### src/rtl/core/hsvc_pkg.sv
// ----------------------------------------------------------------------------
// hsvc_pkg
// Shared widths and stage payload types of the RGB/HSV color converter.
// ----------------------------------------------------------------------------
`default_nettype none

package hsvc_pkg;

  // Component width; full scale is 2^CB - 1, one hue turn is 2^CB.
  localparam int CB      = 16;
  // Remainder and divisor width of the hue and saturation dividers (6 * c).
  localparam int REM_W   = CB + 3;
  // Width of hue times six.
  localparam int H6_W    = CB + 3;
  // Number of divider steps, one quotient bit each.
  localparam int N_DIV   = CB;
  // Front stages ahead of the dividers.
  localparam int N_FRONT = 6;
  // All register stages, the output register included.
  localparam int N_STG   = N_FRONT + N_DIV + 1;

  localparam logic [CB-1:0] FULL = {CB{1'b1}};

  // Which channel holds the maximum.
  typedef enum logic [1:0] {
    MAX_RED   = 2'd0,
    MAX_GREEN = 2'd1,
    MAX_BLUE  = 2'd2
  } max_sel_t;

  // One long division in flight: partial remainder, numerator bits still to
  // bring down, divisor and the quotient bits gathered so far.
  typedef struct packed {
    logic [REM_W-1:0] rem;
    logic [CB-1:0]    lo;
    logic [REM_W-1:0] dvs;
    logic [CB-1:0]    quo;
  } div_t;

  // Data that rides along with the dividers.
  typedef struct packed {
    logic          cmd;
    logic          zero_chroma;
    logic          zero_max;
    logic [CB-1:0] r0;
    logic [CB-1:0] r1;
    logic [CB-1:0] r2;
  } side_t;

endpackage

`default_nettype wire

### src/rtl/core/hsvc_div_step.sv
// ----------------------------------------------------------------------------
// hsvc_div_step
// One restoring division step for the hue and saturation quotients.
// ----------------------------------------------------------------------------
`default_nettype none

module hsvc_div_step
  import hsvc_pkg::*;
(
  input  wire   clk,
  input  wire   en,
  input  div_t  hue_i,
  input  div_t  sat_i,
  input  side_t side_i,
  output div_t  hue_r,
  output div_t  sat_r,
  output side_t side_r
);

  div_t hue_nxt;
  div_t sat_nxt;

  function automatic div_t step(input div_t d);
    logic [REM_W:0] trial;
    logic           ge;
    div_t           o;
    trial = {d.rem, d.lo[CB-1]};
    ge    = (trial >= {1'b0, d.dvs});
    o     = d;
    o.rem = ge ? REM_W'(trial - {1'b0, d.dvs}) : trial[REM_W-1:0];
    o.lo  = {d.lo[CB-2:0], 1'b0};
    o.quo = {d.quo[CB-2:0], ge};
    return o;
  endfunction

  always_comb begin
    hue_nxt = step(hue_i);
    sat_nxt = step(sat_i);
  end

  // Advance only when the next stage can take this one.
  always_ff @(posedge clk) begin
    if (en) begin
      hue_r  <= hue_nxt;
      sat_r  <= sat_nxt;
      side_r <= side_i;
    end
  end

endmodule

`default_nettype wire

### config.mk
export PLATFORM = sky130hd
export DESIGN_NAME = hsvc_div_step
export DESIGN_NICKNAME = d
export VERILOG_FILES = /design/src/rtl/core/hsvc_pkg.sv /design/src/rtl/core/hsvc_div_step.sv
export SDC_FILE = /design/constraint.sdc
export NUM_CORES = 1
export LEC_CHECK = 0
export BUFFER_PORTS_ARGS = -buffer_cell sky130_fd_sc_hd__buf_2
export CAP_MARGIN = 5
export CORE_AREA = 2 2 151 153
export DETAILED_ROUTE_END_ITERATION = 12
export DIE_AREA = 0 0 153 155
export PLACE_DENSITY = 0.65
export SLEW_MARGIN = 20
export SYNTH_ARGS = -nofsm -noshare
export SYNTH_HDL_FRONTEND = slang
export SYNTH_SLANG_ARGS = --single-unit
### constraint.sdc
create_clock -name clk -period 2.5 [get_ports clk]
set_clock_uncertainty 0.05 [all_clocks]
set_input_delay 0.125 -clock clk [delete_from_list [all_inputs] [get_ports clk]]
set_output_delay 0.125 -clock clk [all_outputs]
set_load 0.005 [all_outputs]
==> impl_metrics.yaml <==
sta:
  setup_violations: 0
  report.final.slew_viol_count: 0
  hold-worst-slack_ns: 0.0286
  finalHoldViolations: 0
  postLayoutSetupSlackWorst_ns: 0.0454
  final.period_utilization_pct: 98.2
  fmax_mhz: 407
  minimum_period_implied_by_the_final_worst_setup_slack_ns: 2.45
  rsz0062_at_grt: "true"
  final.setup.tns_ns: 0
routing:
  route.detailed.wl_per_inst_um: 17.7
  detail_route.iter0.violations: 344
  vias_per_cell: 4.76
  dr.pass1.iters: 5
  total_wire_length_after_detailed_routing_um: 26400
  num_vias: 7087
  postRouteAntennaNets: 0
  drc: 0
hold_path:
  hold-path-endpoint: "hue_r[65]"
  holdPathStages: 3
  hp-class: "in2reg"
  source_of_the_worst_hold_timing_path: "hue_i[64]"
synth:
  netlist_top_cells_area: "sky130_fd_sc_hd__edfxtp_1, sky130_fd_sc_hd__ha_1, sky130_fd_sc_hd__mux2_2"
  synth_top_area_share_pct: 68.1
  async_reset_ff_share_pct: 0
  synth_cell_type_count: 58
  synthesis.yosys.warnings: 0
  ys.flop_type: "sky130_fd_sc_hd__edfxtp_1"
  synth_largest_area_cell: "sky130_fd_sc_hd__edfxtp_1"
  yosys.cell_count.top_type: "sky130_fd_sc_hd__edfxtp_1"
  syn-mean-instance-area_um2: 14.8
  synth_sequential_area_ratio_pct: 68.1
  synthesis.area_um2: 8340
  ys_top_cells_by_count: "sky130_fd_sc_hd__edfxtp_1, sky130_fd_sc_hd__inv_1, sky130_fd_sc_hd__ha_1"
  synth_seq_cells: 189
  synth_edf_count: 189
  postSynthCellCount: 562
critical_path:
  start_kind: "input pin"
  crit_buf_inv: 3
  critical-path-slowest-cell: "sky130_fd_sc_hd__dlygate4sd3_1"
  worst_ep_required_ns: 2.63
  cp.arrival_ns: 2.58
  setup.worst_path.end_class: "register"
  timing_worst_setup_path_type: "in2reg"
  cp_cell_sequence: "dlygate4sd3_1 -> ha_4 -> buf_4 -> a221oi_2 -> o31a_1 -> nand3_4 -> a21oi_4 -> clkbuf_16 -> mux2_2"
  slowest_delay_ns: 0.59
  max_fo_critical_path: 8
  worst_path_dominant_cell_family: "buffers and inverters"
power:
  power_density_nw_per_um2: 622
  ir_drop_mv: 0.395
  cellLeakagePower_nw: 6.05
cts:
  cts.repair_timing.setup_buffer_count: 0
  cts_tree: "yes"
  number_of_clock_sinks: 189
  clock_buffers_created_by_tritoncts: 17
  clk_pin_slew_ns: 0.08
  ctsLongestPathBuffers: 2
  ctsRootBufferMaster: "sky130_fd_sc_hd__clkbuf_16"
  cts.htree.levels: 4
final_layout:
  drive_gt1_share_pct: 43.8
  layout-area-overhead-vs-synth_pct: 63.7
  antenna_cells_inserted: 0
  post_layout_nonfiller_instances: 1489
  final_net_count: 1424
grt:
  grt_pass1_wl_um: 39600
  number_of_antenna_violations_at_the_first_check_in_global_routing: 0
  track_usage_pct: 21.3
  grt-ovfl-total: 0
  grt_start_max_net_pins: 53
  vias_in_the_first_global_route: 7308
job:
  maxCapViolCount: 0
die:
  rows: 55
  initial_utilization_pct: 37.5
  die-width_um: 153
  overall_die_area_um2: 23700
  io-pin-count: 384
  floorplan.die.height_um: 155
  fp.coreArea_um2: 22200
placed_design:
  portBuffers: 379
  placedCellCount: 1277
  place.gp.congestion: 0.841
  place.detailed.hpwl_um: 18100
  worst_slack_at_placement_ns: -0.205
outcome:
  status: "complete, no violations"
[flip-flops by register name, summed over array words and instances (netlist names)]
register / flops
side_r: 51
sat_r: 69
hue_r: 69
[cell usage in the layout, fill, tap and decap left out, types with 3 or more instances in the layout]
cell,n
sky130_fd_sc_hd__buf_2,374
sky130_fd_sc_hd__edfxtp_1,189
sky130_fd_sc_hd__dlygate4sd3_1,180
sky130_fd_sc_hd__inv_1,56
sky130_fd_sc_hd__buf_4,56
sky130_fd_sc_hd__ha_1,35
sky130_fd_sc_hd__a21oi_1,27
sky130_fd_sc_hd__mux2_2,26
sky130_fd_sc_hd__nor2_1,23
sky130_fd_sc_hd__xnor2_1,23
sky130_fd_sc_hd__nand2_1,20
sky130_fd_sc_hd__clkbuf_16,18
sky130_fd_sc_hd__o21ai_0,17
sky130_fd_sc_hd__nand3_1,15
sky130_fd_sc_hd__a21o_1,13
sky130_fd_sc_hd__o21a_1,7
sky130_fd_sc_hd__mux2i_1,7
sky130_fd_sc_hd__nor3_1,7
sky130_fd_sc_hd__a31oi_1,6
sky130_fd_sc_hd__xor2_1,5
sky130_fd_sc_hd__mux2_4,5
sky130_fd_sc_hd__nand4_1,4
sky130_fd_sc_hd__nor2b_1,4
sky130_fd_sc_hd__inv_8,4
sky130_fd_sc_hd__clkinv_8,4
sky130_fd_sc_hd__inv_6,4
sky130_fd_sc_hd__buf_12,4
sky130_fd_sc_hd__a211oi_1,3
sky130_fd_sc_hd__o2111ai_1,3
sky130_fd_sc_hd__ha_4,3
[repair_timing]
action,4_1_cts,5_1_grt
hold endpoints to repair,181,1
resized for setup,0,31
hold buffers,181,1
endpoints found under the setup margin,0,31
[metal layers]
layer / part of all wire [%] / global-route usage [%]
met3: 4.5 / 3.76
met1: 40 / 25.3
met2: 54 / 39.5
met4: 1.7 / 5.95
met5: 0 / 0
[report_power, final]
part | total (mW) | switching, mW | internal (mW)
clock | 2.80 | 1.42 | 1.38
combinational | 1.77 | 0.809 | 0.959
sequential | 3.92 | 0.0809 | 3.84
total | 8.49 | 2.31 | 6.18
[logic make-up after synthesis]
family,Yosys count,share of synthesized area (%)
flops,189,68.1
compound gates,106,8.53
simple gates,92,5.61
buf+inv,68,3.35
fa+ha+maj,40,6.18
mux,38,5.25
xor+xnor,28,2.94
other cells,1,0.0450
[worst max-delay path by stage]
| stage | from | to | slack [ns] | cells past startpoint |
|---|---|---|---|---|
| 2_1_floorplan | hue_i[20] | hue_r[62] | 0.03 | 10 |
| 3_3_place_gp | hue_i[34] | hue_r[66] | -0.17 | 11 |
| 3_5_place_dp | hue_i[34] | hue_r[62] | -0.20 | 11 |
| 4_1_cts | sat_i[59] | sat_r[59] | 0.009 | 10 |
| 5_1_grt | sat_i[18] | sat_r[66] | -0.02 | 11 |
| 6_report | sat_i[61] | sat_r[53] | 0.05 | 9 |
[through the flow]
step | area, µm² | total power [mW] | util, %
2_1_floorplan | 8350 | 4.64 | -
6_report | 13600 | 8.49 | 61.4
3_5_place_dp | 11100 | 5.45 | 49.8
5_1_grt | 13600 | 8.82 | 61.4
3_3_place_gp | 11100 | 5.42 | 49.8
4_1_cts | 13500 | 8.49 | 60.6
[layout make-up]
class	count	area (µm²)
fill	1682	8580
sequential	189	5680
timing repair buffer	620	4260
multi-input combinational	306	2530
clock buffer	17	425
tap	285	357
inverter	57	214
clock inverter	15	183
(Power assumes the default switching activity.)
